$ cat config.mk
export PLATFORM = sky130hd
export DESIGN_NAME = ahp_cfg
export DESIGN_NICKNAME = d
export VERILOG_FILES = /design/src/hdl/ahp_pkg.sv /design/src/hdl/ahp_cfg.sv
export SDC_FILE = /design/constraint.sdc
export NUM_CORES = 1
export LEC_CHECK = 0
export BUFFER_PORTS_ARGS = -buffer_cell sky130_fd_sc_hd__buf_2
export CAP_MARGIN = 15
export CORE_ASPECT_RATIO = 0.9
export CORE_MARGIN = 2
export CORE_UTILIZATION = 40
export CTS_CLUSTER_DIAMETER = 100
export DETAILED_ROUTE_END_ITERATION = 10
export HOLD_SLACK_MARGIN = 0.15
export PLACE_DENSITY = 0.66
export SLEW_MARGIN = 0
export SYNTH_ARGS = -nofsm -noshare
export SYNTH_HDL_FRONTEND = slang
export SYNTH_SLANG_ARGS = --single-unit
$ cat constraint.sdc
create_clock -name clk -period 3.6 [get_ports clk]
set_input_delay 1.08 -clock clk [delete_from_list [all_inputs] [get_ports clk]]
set_output_delay 1.08 -clock clk [all_outputs]
set_load 0.02 [all_outputs]
$ cat src/hdl/ahp_pkg.sv
// Shared types, constants and codes for the altitude hold PID block.
`timescale 1ns / 1ps

package ahp_pkg;

  // Field and state widths.
  localparam int SIG_W     = 32;   // Q16.16 signals
  localparam int INT_W     = 48;   // integrator
  localparam int PID_W     = 56;   // saturated PID terms and sum
  localparam int SUM_W     = PID_W + 2;
  localparam int DIFF_W    = PID_W + 1;
  localparam int ERR_W     = SIG_W + 1;
  localparam int MUL_W     = 33;   // multiplier operand width
  localparam int PROD_W    = 2 * MUL_W;
  localparam int LO_W      = 32;   // low chunk of a split operand
  localparam int MAC_W     = DIFF_W + MUL_W;
  localparam int GAIN_SH   = 24;   // Q8.24 gains
  localparam int WG_SH     = 16;   // Q16.16 windup gain
  localparam int TERM_W    = PROD_W - GAIN_SH;
  localparam int CORR_W    = MAC_W - WG_SH;
  localparam int MARGIN    = 655;  // 0.01 m in Q16.16

  localparam int DECAY_W   = 25;
  localparam int UGAIN_W   = 31;

  localparam int IDX_W     = 3;
  localparam int CDATA_W   = 32;

  // Configuration register indexes.
  typedef enum logic [IDX_W-1:0] {
    REG_PROP_GAIN    = 3'd0,
    REG_INTEG_GAIN   = 3'd1,
    REG_DERIV_WEIGHT = 3'd2,
    REG_DERIV_DECAY  = 3'd3,
    REG_DERIV_SCALE  = 3'd4,
    REG_WINDUP_GAIN  = 3'd5,
    REG_PITCH_LIMIT  = 3'd6,
    REG_HOLD_BAND    = 3'd7
  } reg_idx_t;

  typedef struct packed {
    logic signed [31:0]        prop_gain;
    logic signed [31:0]        integ_gain;
    logic signed [31:0]        deriv_weight;
    logic [DECAY_W-1:0]        deriv_decay;
    logic [UGAIN_W-1:0]        deriv_scale;
    logic signed [31:0]        windup_gain;
    logic [UGAIN_W-1:0]        pitch_limit;
    logic [UGAIN_W-1:0]        hold_band;
  } ahp_cfg_t;

  // Register values after reset.
  localparam logic signed [31:0]  RST_PROP_GAIN    = 32'sd251658;
  localparam logic signed [31:0]  RST_INTEG_GAIN   = 32'sd252;
  localparam logic signed [31:0]  RST_DERIV_WEIGHT = 32'sd0;
  localparam logic [DECAY_W-1:0]  RST_DERIV_DECAY  = 25'd16773860;
  localparam logic [UGAIN_W-1:0]  RST_DERIV_SCALE  = 31'd335510;
  localparam logic signed [31:0]  RST_WINDUP_GAIN  = 32'sd43690667;
  localparam logic [UGAIN_W-1:0]  RST_PITCH_LIMIT  = 31'd22877;
  localparam logic [UGAIN_W-1:0]  RST_HOLD_BAND    = 31'd655360;

  // Multiplier operand pairs; the _HI pairs take the upper chunk of a wide operand.
  typedef enum logic [2:0] {
    MS_FD_DECAY,
    MS_DE_SCALE,
    MS_E_KP,
    MS_INT_LO,
    MS_INT_HI,
    MS_FD_KD,
    MS_DIFF_LO,
    MS_DIFF_HI
  } mul_sel_t;

  // Datapath register updates.
  typedef enum logic [3:0] {
    CAP_NONE,
    CAP_ERR,
    CAP_ZONE,
    CAP_INTEG,
    CAP_FDT,
    CAP_FD,
    CAP_UP,
    CAP_UI,
    CAP_UD,
    CAP_SAT,
    CAP_CLIP,
    CAP_WB,
    CAP_CLEAR
  } cap_t;

  typedef enum logic [4:0] {
    ST_IDLE,
    ST_ERR,
    ST_ZONE,
    ST_INTEG,
    ST_M2,
    ST_M3,
    ST_M4,
    ST_M5,
    ST_M6,
    ST_M7,
    ST_M8,
    ST_SAT,
    ST_CLIP,
    ST_W1,
    ST_W2,
    ST_W3,
    ST_WB,
    ST_OUT,
    ST_CLR
  } state_t;

  typedef struct packed {
    logic     load_in;
    logic     issue;
    mul_sel_t sel;
    cap_t     cap;
    logic     load_out;
  } ahp_cmd_t;

  typedef struct packed {
    logic out_free;
  } ahp_sts_t;

endpackage

$ cat src/hdl/ahp_cfg.sv
// Configuration register file of the altitude hold PID block.
`timescale 1ns / 1ps

module ahp_cfg
  import ahp_pkg::*;
(
  input  logic               clk,
  input  logic               rst_n,
  input  logic               cfg_valid,
  output logic               cfg_ready,
  input  logic [IDX_W-1:0]   cfg_index,
  input  logic [CDATA_W-1:0] cfg_data,
  output ahp_cfg_t           cfg_o
);

  ahp_cfg_t cfg_r, cfg_nxt;
  reg_idx_t idx;

  assign cfg_ready = 1'b1;
  assign idx       = reg_idx_t'(cfg_index);
  assign cfg_o     = cfg_r;

  // Decode one register write.
  always_comb begin
    cfg_nxt = cfg_r;
    if (cfg_valid) begin
      case (idx)
        REG_PROP_GAIN:    cfg_nxt.prop_gain    = $signed(cfg_data);
        REG_INTEG_GAIN:   cfg_nxt.integ_gain   = $signed(cfg_data);
        REG_DERIV_WEIGHT: cfg_nxt.deriv_weight = $signed(cfg_data);
        REG_DERIV_DECAY:  cfg_nxt.deriv_decay  = cfg_data[DECAY_W-1:0];
        REG_DERIV_SCALE:  cfg_nxt.deriv_scale  = cfg_data[UGAIN_W-1:0];
        REG_WINDUP_GAIN:  cfg_nxt.windup_gain  = $signed(cfg_data);
        REG_PITCH_LIMIT:  cfg_nxt.pitch_limit  = cfg_data[UGAIN_W-1:0];
        REG_HOLD_BAND:    cfg_nxt.hold_band    = cfg_data[UGAIN_W-1:0];
        default:          cfg_nxt = cfg_r;
      endcase
    end
  end

  always_ff @(posedge clk) begin
    if (!rst_n) begin
      cfg_r.prop_gain    <= RST_PROP_GAIN;
      cfg_r.integ_gain   <= RST_INTEG_GAIN;
      cfg_r.deriv_weight <= RST_DERIV_WEIGHT;
      cfg_r.deriv_decay  <= RST_DERIV_DECAY;
      cfg_r.deriv_scale  <= RST_DERIV_SCALE;
      cfg_r.windup_gain  <= RST_WINDUP_GAIN;
      cfg_r.pitch_limit  <= RST_PITCH_LIMIT;
      cfg_r.hold_band    <= RST_HOLD_BAND;
    end else begin
      cfg_r <= cfg_nxt;
    end
  end

endmodule

Word-level counts from Yosys, hierarchy flattened
Cells that the tools add are included.
- memories: 0
- logic and storage cells: 24
- input port bits: 38
- memory bits (read-only): 0
- memory bits (writable): 0
- flip-flop bits (word level): 246
- output and inout bits: 247
- bits in latches: 0
- $lt $le $gt $ge: 0
- shift-type cells: 0
- reductions and logical operators: 9
- bitwise operators: 0
- divide/modulo/power cells: 0
- $mul: 0
- multiplexer cells: 0
- equal/unequal tests: 7
- $add $sub $neg: 0
- operators with widths (cell ; number):
    2-bit AND reduction ; 8
    3-bit == test, second input constant ; 4
    3-bit by 2-bit == test with 1-bit output, second input constant ; 2
    3-bit by 1-bit == test with 1-bit output, second input constant ; 1
    3-bit logical NOT ; 1

Longest topological paths before layout
- depth in word-level cells: 2
- mapped depth: 5
- depth with buffers taken out: 2

Least setup slack after synthesis
No wires, ideal clock.
- path type: input to register
- start point: in cfg_index[2]
- end point: reg cfg_r (netlist bit cfg_o[238])
- path slack: 1404 ps
- library setup time: 126 ps
- buffers on the path: 3
- data required time: 3474 ps
- arrival: 2070 ps
- stages on the path: 5
- cell sequence: buf_6 or4b_1 buf_6 buf_6 mux2i_1
- word-level cells in the longest chain between the ends: 2
- RTL lines (what ; line ; source):
    from (decl) ; ahp_cfg.sv:11 ; input logic [IDX_W-1:0] cfg_index,
    3-bit logical NOT ; ahp_cfg.sv:27 ; case (idx)
    2-bit AND reduction (no source line) ; -- ;
    to (signal assigned) ; ahp_cfg.sv:52 ; cfg_r <= cfg_nxt;
    to (decl) ; ahp_cfg.sv:16 ; ahp_cfg_t cfg_r, cfg_nxt;
Every way passes these cells.
A chain may end at the register's enable or synchronous reset.

Worst setup path in the final report
- start point: reg cfg_r (netlist bit cfg_o[115])
- end point: out cfg_o[115] (netlist name)
- RTL lines (what ; line ; source):
    to (decl) ; ahp_cfg.sv:13 ; output ahp_cfg_t cfg_o
No word-level cell between the ends.

==> impl_metrics.env <==
export IMPL_min_period_over_period=0.597
export IMPL_multi_input_area_um2=3990
export IMPL_ctsHoldBuffers=0
export IMPL_path_buf_inv=1
export IMPL_num_nets_final=1175
export IMPL_htreeDepth=1
export IMPL_vdd_ir_drop_worst_v=0.000416
export IMPL_r2r_cells=2
export IMPL_required_ps=2520
export IMPL_rows=52
export IMPL_dieArea_um2=24200
export IMPL_worstSetupStartpoint="cfg_o[115]$_SDFFE_PN0P_"
export IMPL_start_kind="register"
export IMPL_top_usage_layer="met2"
export IMPL_whs_ps=454
export IMPL_hold_path_depth=2
export IMPL_critical_path_class="reg2out"
export IMPL_design_area_um2=11800
export IMPL_globalRouteMet1Util=0.293
export IMPL_reg2reg_from="cfg_o[33]$_SDFFE_PN1P_"
export IMPL_tightest_slew_ps=979
export IMPL_synthFlopType="dfxtp_1"
export IMPL_fin_setup_tns_ps=0
export IMPL_yosysWarnings=0
export IMPL_power_switching_mw=1.44
export IMPL_hold_class="reg2reg"
export IMPL_wl_per_cell_um=18.4
export IMPL_grt_pass1_vias=6881
export IMPL_synthArstFlopShare=0
export IMPL_critPathArrivalTime_ps=1070
export IMPL_wirelength_um=26800
export IMPL_die_height_um=148
export IMPL_cp_slowest_stage_delay_ps=370
export IMPL_grt_use_met2=0.349
export IMPL_slew_headroom=0.347
export IMPL_internal_power_mw=4.68
export IMPL_cp_max_fo=2
export IMPL_layout_setup_ws_ps=1450
export IMPL_dp_cells=1405
export IMPL_ys_top_cells_by_area="dfxtp_1, mux2i_1, nand2_1"
export IMPL_placed_cell_area_um2=10900
export IMPL_maxSlewViolCount=0
export IMPL_place_congestion=0.811
export IMPL_syn_instance_count=873
export IMPL_antenna_found_initial=0
export IMPL_yosysSeqAreaShare=0.536
export IMPL_instances_no_fill=1453
export IMPL_synth_top_area_share=0.536
export IMPL_worstHoldStart="cfg_o[78]$_SDFFE_PN0P_"
export IMPL_cts_root_buffer="clkbuf_16"
export IMPL_max_freq_ghz=0.465
export IMPL_fillers=2129
export IMPL_crit_family="flip-flops"
export IMPL_switching_share=0.235
export IMPL_synth_edff_count=0
export IMPL_track_usage=0.216
export IMPL_synth_distinct_cells=17
export IMPL_setup_viol=0
export IMPL_cts_sinks=246
export IMPL_powerDensity_nw_per_um2=518
export IMPL_syn_area_per_cell_um2=10.5
export IMPL_grt_max_degree=77
export IMPL_clk_pin_slew_worst_paths_ps=60
export IMPL_first_pass_iters=4
export IMPL_die_x_um=164
export IMPL_syn2layout_area_growth_pct=28.6
export IMPL_tritoncts="yes"
export IMPL_vias=6965
export IMPL_drt_iter0_markers=386
export IMPL_utilization=0.525
export IMPL_ctsResizeCount=0
export IMPL_antenna_left=0
export IMPL_initial_utilization=0.408
export IMPL_cts_buffers=27
export IMPL_synth_top_area_cell="dfxtp_1"
export IMPL_syn_num_nets=911
export IMPL_ios=285
export IMPL_clkLatencyLatePin_ps=510
export IMPL_final_hold_viol_count=0
export IMPL_cp_end_kind="output port"
export IMPL_cp_num_cells=1
export IMPL_cp_slowest_cell="dfxtp_1"
export IMPL_hpwl_um=18500
export IMPL_rsz0062_at_grt="false"
export IMPL_globalRouteOverflowTotal=0
export IMPL_cap_violations=0
export IMPL_yosys_top_cells_count="dfxtp_1, mux2i_1, nand2_1"
export IMPL_ys_ff_latch=246
export IMPL_p_total_mw=6.11
export IMPL_io_buffers=283
export IMPL_detail_route_drc_violations=0
export IMPL_vias_per_cell=4.79
export IMPL_place_ws_ps=930
export IMPL_clkPwrFrac=0.467
export IMPL_diodes=0
export IMPL_fin_worst_skew_ps=0
export IMPL_grt_pass1_wl_um=40600
export IMPL_clockBufferDepth=3
export IMPL_core_area_um2=22500
export IMPL_power_leakage_nw=6.10
export IMPL_drive_above_1_share=0.303
export IMPL_power_frac_seq=0.460
export IMPL_cts_setup_buffers=0
export IMPL_power_share_combinational=0.073
export IMPL_grt_use_met3=0.0457
export IMPL_synth_area_um2=9190
export IMPL_min_period_ps=2150
export IMPL_cp_cell_sequence="buf_2"
export IMPL_seq_area_um2=4920
export IMPL_outcome="complete, no violations"
export IMPL_largest_register_ffs=246
==> metal layers <==
| metal | routed length (um) | up-vias |
|---|---|---|
| met2 | 12300 | 208 |
| met5 | 0 | - |
| li1 | - | 3401 |
| met1 | 12300 | 3313 |
| met4 | 708 | 0 |
| met3 | 1550 | 43 |
==> final timing paths <==
path / to / slack (ps)
max: cfg_o[115] / 1450
min: cfg_o[78]$_SDFFE_PN0P_ / 450
max reg2reg: cfg_o[33]$_SDFFE_PN1P_ / 2920
min reg2reg: cfg_o[78]$_SDFFE_PN0P_ / 450
==> power by group through the flow <==
stage,sequential (mW),clock (mW),combinational [mW]
after global routing,2.82,3.03,0.478
after floorplan,2.95,0,0.203
after detailed placement,2.87,0,0.449
after global placement,2.87,0,0.446
after CTS,2.81,2.91,0.451
final,2.81,2.85,0.447
==> cell usage in the layout, fill, tap and decap left out, drive strengths merged <==
cell type	count
clkinv	7
mux2i	246
nor4b	1
clkbuf	35
nand2	210
conb	1
bufinv	4
nor4bb	1
nor2b	93
nand4	1
buf	300
nand4bb	2
or4b	1
nand4b	3
clkinvlp	3
dfxtp	246
and4b	2
==> cell families (layout without fill, tap and decap cells) <==
kind of cell	after synthesis	in the layout	share of synthesized area
multiplexers	246	246	0.268
flip-flops	246	246	0.536
other	1	1	0.000408
buffers and inverters	66	349	0.0350
AND/OR/NAND/NOR	314	314	0.160
==> cell type report <==
| type | count | area share |
|---|---|---|
| multi-input cells | 561 | 0.338 |
| repair buffers | 301 | 0.135 |
| clock buffers | 34 | 0.0628 |
| clock inverters | 14 | 0.0154 |
| well taps | 297 | 0.0315 |
| flip-flops and latches | 246 | 0.417 |
Power figures use the tool's default switching activity.
