`config.mk`:
```
export PLATFORM = sky130hd
export DESIGN_NAME = ahp_ctrl
export DESIGN_NICKNAME = d
export VERILOG_FILES = /design/src/hdl/ahp_pkg.sv /design/src/hdl/ahp_ctrl.sv
export SDC_FILE = /design/constraint.sdc
export NUM_CORES = 1
export LEC_CHECK = 0
export ABC_AREA = 1
export BUFFER_PORTS_ARGS = -buffer_cell sky130_fd_sc_hd__buf_2
export CAP_MARGIN = 0
export CORE_AREA = 2 2 39 41
export CTS_CLUSTER_DIAMETER = 60
export DETAILED_ROUTE_END_ITERATION = 6
export DIE_AREA = 0 0 41 43
export PLACE_DENSITY = 0.77
export RECOVER_POWER = 50
export REMOVE_ABC_BUFFERS = 1
export SYNTH_ARGS = -nofsm -noshare
export SYNTH_HDL_FRONTEND = slang
export SYNTH_SLANG_ARGS = --single-unit
```
`constraint.sdc`:
```
create_clock -name clk -period 1.5 [get_ports clk]
set_clock_uncertainty 0.2 [all_clocks]
set_input_delay 0.225 -clock clk [delete_from_list [all_inputs] [get_ports clk]]
set_output_delay 0.225 -clock clk [all_outputs]
set_load 0.01 [all_outputs]
```
`src/hdl/ahp_pkg.sv`:
```
// Shared types, constants and codes for the altitude hold PID block.
`timescale 1ns / 1ps

package ahp_pkg;

  // Field and state widths.
  localparam int SIG_W     = 32;   // Q16.16 signals
  localparam int INT_W     = 48;   // integrator
  localparam int PID_W     = 56;   // saturated PID terms and sum
  localparam int SUM_W     = PID_W + 2;
  localparam int DIFF_W    = PID_W + 1;
  localparam int ERR_W     = SIG_W + 1;
  localparam int MUL_W     = 33;   // multiplier operand width
  localparam int PROD_W    = 2 * MUL_W;
  localparam int LO_W      = 32;   // low chunk of a split operand
  localparam int MAC_W     = DIFF_W + MUL_W;
  localparam int GAIN_SH   = 24;   // Q8.24 gains
  localparam int WG_SH     = 16;   // Q16.16 windup gain
  localparam int TERM_W    = PROD_W - GAIN_SH;
  localparam int CORR_W    = MAC_W - WG_SH;
  localparam int MARGIN    = 655;  // 0.01 m in Q16.16

  localparam int DECAY_W   = 25;
  localparam int UGAIN_W   = 31;

  localparam int IDX_W     = 3;
  localparam int CDATA_W   = 32;

  // Configuration register indexes.
  typedef enum logic [IDX_W-1:0] {
    REG_PROP_GAIN    = 3'd0,
    REG_INTEG_GAIN   = 3'd1,
    REG_DERIV_WEIGHT = 3'd2,
    REG_DERIV_DECAY  = 3'd3,
    REG_DERIV_SCALE  = 3'd4,
    REG_WINDUP_GAIN  = 3'd5,
    REG_PITCH_LIMIT  = 3'd6,
    REG_HOLD_BAND    = 3'd7
  } reg_idx_t;

  typedef struct packed {
    logic signed [31:0]        prop_gain;
    logic signed [31:0]        integ_gain;
    logic signed [31:0]        deriv_weight;
    logic [DECAY_W-1:0]        deriv_decay;
    logic [UGAIN_W-1:0]        deriv_scale;
    logic signed [31:0]        windup_gain;
    logic [UGAIN_W-1:0]        pitch_limit;
    logic [UGAIN_W-1:0]        hold_band;
  } ahp_cfg_t;

  // Register values after reset.
  localparam logic signed [31:0]  RST_PROP_GAIN    = 32'sd251658;
  localparam logic signed [31:0]  RST_INTEG_GAIN   = 32'sd252;
  localparam logic signed [31:0]  RST_DERIV_WEIGHT = 32'sd0;
  localparam logic [DECAY_W-1:0]  RST_DERIV_DECAY  = 25'd16773860;
  localparam logic [UGAIN_W-1:0]  RST_DERIV_SCALE  = 31'd335510;
  localparam logic signed [31:0]  RST_WINDUP_GAIN  = 32'sd43690667;
  localparam logic [UGAIN_W-1:0]  RST_PITCH_LIMIT  = 31'd22877;
  localparam logic [UGAIN_W-1:0]  RST_HOLD_BAND    = 31'd655360;

  // Multiplier operand pairs; the _HI pairs take the upper chunk of a wide operand.
  typedef enum logic [2:0] {
    MS_FD_DECAY,
    MS_DE_SCALE,
    MS_E_KP,
    MS_INT_LO,
    MS_INT_HI,
    MS_FD_KD,
    MS_DIFF_LO,
    MS_DIFF_HI
  } mul_sel_t;

  // Datapath register updates.
  typedef enum logic [3:0] {
    CAP_NONE,
    CAP_ERR,
    CAP_ZONE,
    CAP_INTEG,
    CAP_FDT,
    CAP_FD,
    CAP_UP,
    CAP_UI,
    CAP_UD,
    CAP_SAT,
    CAP_CLIP,
    CAP_WB,
    CAP_CLEAR
  } cap_t;

  typedef enum logic [4:0] {
    ST_IDLE,
    ST_ERR,
    ST_ZONE,
    ST_INTEG,
    ST_M2,
    ST_M3,
    ST_M4,
    ST_M5,
    ST_M6,
    ST_M7,
    ST_M8,
    ST_SAT,
    ST_CLIP,
    ST_W1,
    ST_W2,
    ST_W3,
    ST_WB,
    ST_OUT,
    ST_CLR
  } state_t;

  typedef struct packed {
    logic     load_in;
    logic     issue;
    mul_sel_t sel;
    cap_t     cap;
    logic     load_out;
  } ahp_cmd_t;

  typedef struct packed {
    logic out_free;
  } ahp_sts_t;

endpackage

```
`src/hdl/ahp_ctrl.sv`:
```
// Sequencer that steps the PID datapath through one control tick.
`timescale 1ns / 1ps

module ahp_ctrl
  import ahp_pkg::*;
(
  input  logic     clk,
  input  logic     rst_n,
  input  logic     in_tvalid,
  input  logic     in_tuser,
  output logic     in_tready,
  input  ahp_sts_t sts,
  output ahp_cmd_t cmd
);

  state_t state_r, state_nxt;

  // Next state.
  always_comb begin
    state_nxt = state_r;
    case (state_r)
      ST_IDLE:  if (in_tvalid) state_nxt = in_tuser ? ST_CLR : ST_ERR;
      ST_ERR:   state_nxt = ST_ZONE;
      ST_ZONE:  state_nxt = ST_INTEG;
      ST_INTEG: state_nxt = ST_M2;
      ST_M2:    state_nxt = ST_M3;
      ST_M3:    state_nxt = ST_M4;
      ST_M4:    state_nxt = ST_M5;
      ST_M5:    state_nxt = ST_M6;
      ST_M6:    state_nxt = ST_M7;
      ST_M7:    state_nxt = ST_M8;
      ST_M8:    state_nxt = ST_SAT;
      ST_SAT:   state_nxt = ST_CLIP;
      ST_CLIP:  state_nxt = ST_W1;
      ST_W1:    state_nxt = ST_W2;
      ST_W2:    state_nxt = ST_W3;
      ST_W3:    state_nxt = ST_WB;
      ST_WB:    state_nxt = ST_OUT;
      ST_OUT:   if (sts.out_free) state_nxt = ST_IDLE;
      ST_CLR:   state_nxt = ST_OUT;
      default:  state_nxt = ST_IDLE;
    endcase
  end

  // Commands. A product issued in one state passes through prod_r and then acc_r,
  // and each capture reads it from acc_r.
  always_comb begin
    in_tready    = 1'b0;
    cmd.load_in  = 1'b0;
    cmd.issue    = 1'b0;
    cmd.sel      = MS_FD_DECAY;
    cmd.cap      = CAP_NONE;
    cmd.load_out = 1'b0;
    case (state_r)
      ST_IDLE: begin
        in_tready   = 1'b1;
        cmd.load_in = in_tvalid;
      end
      ST_ERR:   cmd.cap = CAP_ERR;
      ST_ZONE:  cmd.cap = CAP_ZONE;
      ST_INTEG: begin
        cmd.cap   = CAP_INTEG;
        cmd.issue = 1'b1;
        cmd.sel   = MS_FD_DECAY;
      end
      ST_M2: begin
        cmd.issue = 1'b1;
        cmd.sel   = MS_DE_SCALE;
      end
      ST_M3: begin
        cmd.issue = 1'b1;
        cmd.sel   = MS_E_KP;
        cmd.cap   = CAP_FDT;
      end
      ST_M4: begin
        cmd.issue = 1'b1;
        cmd.sel   = MS_INT_LO;
        cmd.cap   = CAP_FD;
      end
      ST_M5: begin
        cmd.issue = 1'b1;
        cmd.sel   = MS_INT_HI;
        cmd.cap   = CAP_UP;
      end
      ST_M6: begin
        cmd.issue = 1'b1;
        cmd.sel   = MS_FD_KD;
      end
      ST_M7:   cmd.cap = CAP_UI;
      ST_M8:   cmd.cap = CAP_UD;
      ST_SAT:  cmd.cap = CAP_SAT;
      ST_CLIP: cmd.cap = CAP_CLIP;
      ST_W1: begin
        cmd.issue = 1'b1;
        cmd.sel   = MS_DIFF_LO;
      end
      ST_W2: begin
        cmd.issue = 1'b1;
        cmd.sel   = MS_DIFF_HI;
      end
      ST_W3:   cmd.cap = CAP_NONE;
      ST_WB:   cmd.cap = CAP_WB;
      ST_OUT:  cmd.load_out = sts.out_free;
      ST_CLR:  cmd.cap = CAP_CLEAR;
      default: cmd.cap = CAP_NONE;
    endcase
  end

  always_ff @(posedge clk) begin
    if (!rst_n) begin
      state_r <= ST_IDLE;
    end else begin
      state_r <= state_nxt;
    end
  end

endmodule

```
Word-level counts from Yosys, hierarchy flattened

Index checks and enable logic that the tools add are counted.

Bits of input ports: 5
Bits in registers: 5

Reductions and logical operators: 3
Equal/unequal tests: 20
Mux-type cells: 9

Operator list:

| cell               | count |
|---|---|
| $pmux 5 s18        | 1 |
| $pmux 4 s12        | 1 |
| $eq 5x4->1 const B | 8 |
| $pmux 4 s8         | 1 |
| $eq 5x3->1 const B | 4 |
| $eq 5x5->1 const B | 3 |
| $mux 5             | 3 |
| $eq 5x2->1 const B | 2 |
| $eq 5x1->1 const B | 1 |
| $logic_not 5->1    | 1 |
| $ne 2x2->1 const B | 2 |
| $mux 1             | 3 |
| $reduce_and 2->1   | 1 |
| $reduce_or 2->1    | 1 |

Depth between registers and ports, before layout

Depth after elaboration: 3
Gate-level depth with buffers: 9
Gate-level depth less buffers: 9

Worst setup path before layout

Ideal clock, no wire load.

Path type: register to output
Start point: reg state_r[4]
End point: out cmd[8] in the netlist's numbering
Data arrival time: 1160 ps
Setup slack: -85 ps
Path buffers: 1
Cell stages (with the launch flop): 8
Path through: dfxtp_1 > inv_2 > buf_6 > nand3_1 > inv_2 > nor2_4 > nand2_2 > or2_1

RTL lines:

| item                   | line            | source |
|---|---|---|
| from (decl)            | ahp_ctrl.sv:16  | `state_t state_r, state_nxt;` |
| from (signal assigned) | ahp_ctrl.sv:113 | `state_r <= state_nxt;` |
| to (decl)              | ahp_ctrl.sv:13  | `output ahp_cmd_t cmd` |

==> flow_metrics.py <==
metrics = {
    "synthesis": {
        "synth_async_sr_flop_share": 0,
        "synth_top_cell_area_share": 0.185,
        "synthFlopType": "sky130_fd_sc_hd__dfxtp_1",
        "synth_top_cells_by_area": "sky130_fd_sc_hd__dfxtp_1, sky130_fd_sc_hd__nor2_1, sky130_fd_sc_hd__nand2_1",
        "ys_seq_area_frac": 0.185,
        "post-synth-top-count-cell": "sky130_fd_sc_hd__nor2_1",
        "yosysWarningCount": 0,
        "number_of_synthesized_register_bits": 5,
        "post_synth_inst_count": 95,
        "synthesis.area_um2": 542,
        "postSynthAreaPerCell_um2": 5.70,
        "ys_top_cells_by_count": "sky130_fd_sc_hd__nor2_1, sky130_fd_sc_hd__nand2_1, sky130_fd_sc_hd__inv_1",
        "synth.lib_cells_used.distinct": 21,
        "synth-edff-count": 0,
        "synth_top_cell_by_area": "sky130_fd_sc_hd__dfxtp_1",
    },
    "setup_path": {
        "critical_path_required_ns": 1.07,
        "critical_path_launch_point_type": "flip-flop",
        "critPathArrivalTime_ns": 1.41,
        "timing.setup.critical_path_class": "flip-flop to output pin",
        "maximum_net_fanout_on_the_critical_path": 4,
        "critical_path.endpoint_type": "output pin",
    },
    "status": {
        "violated_checks": "negative setup slack",
        "result_of_the_run": "finished, violations left",
    },
    "timing": {
        "period_share": 1.23,
        "setup_tns_ns": -3.44,
        "final-hold-violation-count": 0,
        "rsz_0062_raised_after_global_routing": "true",
        "timing.final.setup_violations": 16,
        "final.setup.worst_slack_ns": -0.339,
        "fmax_mhz": 544,
        "timing_worst_slew_pin_value_ns": 0.241,
        "report.final.slew_viol_count": 0,
        "finalHoldWorstSlack_ns": 0.0553,
        "relSlewSlack": 0.839,
        "period_minus_slack_ns": 1.84,
    },
    "power": {
        "power.leakage_nw": 0.588,
        "max-vdd-ir-drop_mv": 1.25,
        "power.density_cell_area_nw_per_um2": 1880,
        "totalPowerFinal_mw": 1.95,
    },
    "cts": {
        "cts_root_buf": "sky130_fd_sc_hd__clkbuf_4",
        "cts.reportedPaths.clkPinSlew_ns": 0.04,
        "ctsHtreeMaxLevel": 1,
        "clk_latency_ns": 0.24,
        "tritoncts": "built",
        "cts-buffers-inserted": 3,
        "cts-hold-fix-buffers": 0,
        "clkSinkCount": 5,
        "clock_tree.buffer_depth": 2,
    },
    "die": {
        "die_width_um": 41,
        "initial_core_util": 0.392,
        "dieArea_um2": 1760,
        "design.portCount": 16,
        "std_cell_rows": 14,
        "area_inside_the_core_boundary_um2": 1380,
        "dieHeight_um": 43,
    },
    "final_layout": {
        "finish.net_count": 147,
        "layout.cell_area.non_filler_um2": 1040,
        "synthToLayoutAreaGrowth_pct": 91.2,
        "largest_reg_flops": 5,
        "register_containing_the_most_flip_flops_in_the_final_layout": "state_r",
        "layout-drive-gt1-share": 0.652,
        "antenna_cells": 0,
        "layoutNonFillerInstCount": 157,
        "largest_registers": "state_r: 5 flops",
        "postLayoutCoreUtil": 0.749,
    },
    "global_route": {
        "grt_overflow_total": 0,
        "antenna_found_initial": 0,
        "global_route_wire_length_before_repair_mm": 2.93,
        "grt_max_degree": 10,
        "track_usage": 0.243,
        "via_count_of_the_first_global_routing_pass": 762,
    },
    "detailed_routing": {
        "viasPerCell": 5.36,
        "ant_nets": 0,
        "remaining_drc_errors": 0,
        "detail_route.first_pass.iterations": 4,
        "detail_route.iter0.violations": 19,
        "drt-total-wl_mm": 2.33,
        "via_count": 841,
        "drt-wirelength-per-cell_um": 14.8,
    },
    "place": {
        "place.detailed.instances": 145,
        "place_hpwl_mm": 1.39,
        "numPortBuffers": 15,
        "pre_cts_ws_ns": -0.176,
        "placedInstanceArea_um2": 791,
        "routabilityCongestion": 0.838,
    },
    "min_path": {
        "min_path_type": "input port to flip-flop",
    },
    "job": {
        "max-cap-violations": 0,
    },
}
[critical path, stage by stage (launching register included)]
cell and delay [ns]:
sky130_fd_sc_hd__dfxtp_4 0.36, sky130_fd_sc_hd__inv_6 0.08, sky130_fd_sc_hd__nor2_4 0.05, sky130_fd_sc_hd__nand2_4 0.07
sky130_fd_sc_hd__nand2_4 0.07, sky130_fd_sc_hd__nand2_4 0.08, sky130_fd_sc_hd__nand3_2 0.08, sky130_fd_sc_hd__or2_1 0.23
sky130_fd_sc_hd__buf_2 0.14
[power breakdown]
group | leakage (nW) | switching [mW] | internal [mW]
clock network | 0.0150 | 0.0568 | 0.101
logic | 0.529 | 0.793 | 0.701
registers | 0.0436 | 0.105 | 0.194
[cells by family (layout without fill, tap and decap cells)]
family,Yosys count,in the layout,share of synthesized area
DFF,5,5,0.185
buffers and inverters,18,64,0.141
and+or+nand+nor,65,65,0.589
AOI/OAI and AO/OA,7,7,0.0855
[final cells by class]
| cell class | count | area [um2] |
|---|---|---|
| Tap cell | 16 | 20.0 |
| Timing Repair Buffer | 44 | 312 |
| Fill cell | 97 | 348 |
| Inverter | 16 | 70.1 |
| Multi-Input combinational cell | 72 | 497 |
| Clock buffer | 4 | 26.3 |
| Sequential cell | 5 | 111 |
[final timing paths]
kind / cells after the start / from / endpoint / slack (ns)
hold reg to reg: 6 / state_r[3]$_SDFFE_PN0P_ / state_r[3]$_SDFFE_PN0P_ / 0.55
setup / recovery: 8 / state_r[0]$_SDFFE_PN0P_ / cmd[8] / -0.34
hold / removal: 3 / rst_n / state_r[4]$_SDFFE_PN0P_ / 0.06
setup reg to reg: 10 / state_r[1]$_SDFFE_PN0P_ / state_r[0]$_SDFFE_PN0P_ / -0.18
[cells in the final DEF (no fill, tap or decap)]
master / netlist / layout
sky130_fd_sc_hd__a31oi_1: 1 / 1
sky130_fd_sc_hd__clkbuf_1: 0 / 1
sky130_fd_sc_hd__nand3_2: 2 / 5
sky130_fd_sc_hd__or2_1: 1 / 1
sky130_fd_sc_hd__nand3_1: 9 / 4
sky130_fd_sc_hd__o311ai_2: 0 / 1
sky130_fd_sc_hd__o21ai_1: 1 / 1
sky130_fd_sc_hd__clkbuf_4: 0 / 3
sky130_fd_sc_hd__nand2_4: 0 / 4
sky130_fd_sc_hd__inv_6: 0 / 2
sky130_fd_sc_hd__o2111ai_1: 1 / 1
sky130_fd_sc_hd__nor2_4: 3 / 7
sky130_fd_sc_hd__nor2_2: 2 / 6
sky130_fd_sc_hd__dfxtp_2: 0 / 3
sky130_fd_sc_hd__a21oi_1: 2 / 1
sky130_fd_sc_hd__nand3_4: 0 / 2
sky130_fd_sc_hd__a21oi_2: 0 / 1
sky130_fd_sc_hd__nor3_2: 0 / 1
sky130_fd_sc_hd__buf_4: 0 / 24
sky130_fd_sc_hd__dfxtp_4: 0 / 2
sky130_fd_sc_hd__inv_2: 6 / 4
sky130_fd_sc_hd__o211ai_1: 1 / 1
sky130_fd_sc_hd__nor2_1: 22 / 14
sky130_fd_sc_hd__buf_2: 1 / 15
sky130_fd_sc_hd__inv_1: 10 / 10
sky130_fd_sc_hd__buf_6: 1 / 5
sky130_fd_sc_hd__nand4_1: 3 / 3
sky130_fd_sc_hd__nand2_1: 17 / 11
sky130_fd_sc_hd__nand2_2: 5 / 7
[routing by layer]
metal | track usage | part of all wire
met5 | 0 | 0
met1 | 0.257 | 0.38
met3 | 0.0314 | 0.054
met2 | 0.444 | 0.56
met4 | 0.0933 | 0.012
[repair_timing]
item / 4_1_cts / 5_1_grt
endpoints found under the setup margin: 14 / 16
pin swaps: 8 / 12
buffers inserted: 5 / 5
gates resized for setup: 22 / 27
No activity file was read; power rests on OpenSTA's default activity.
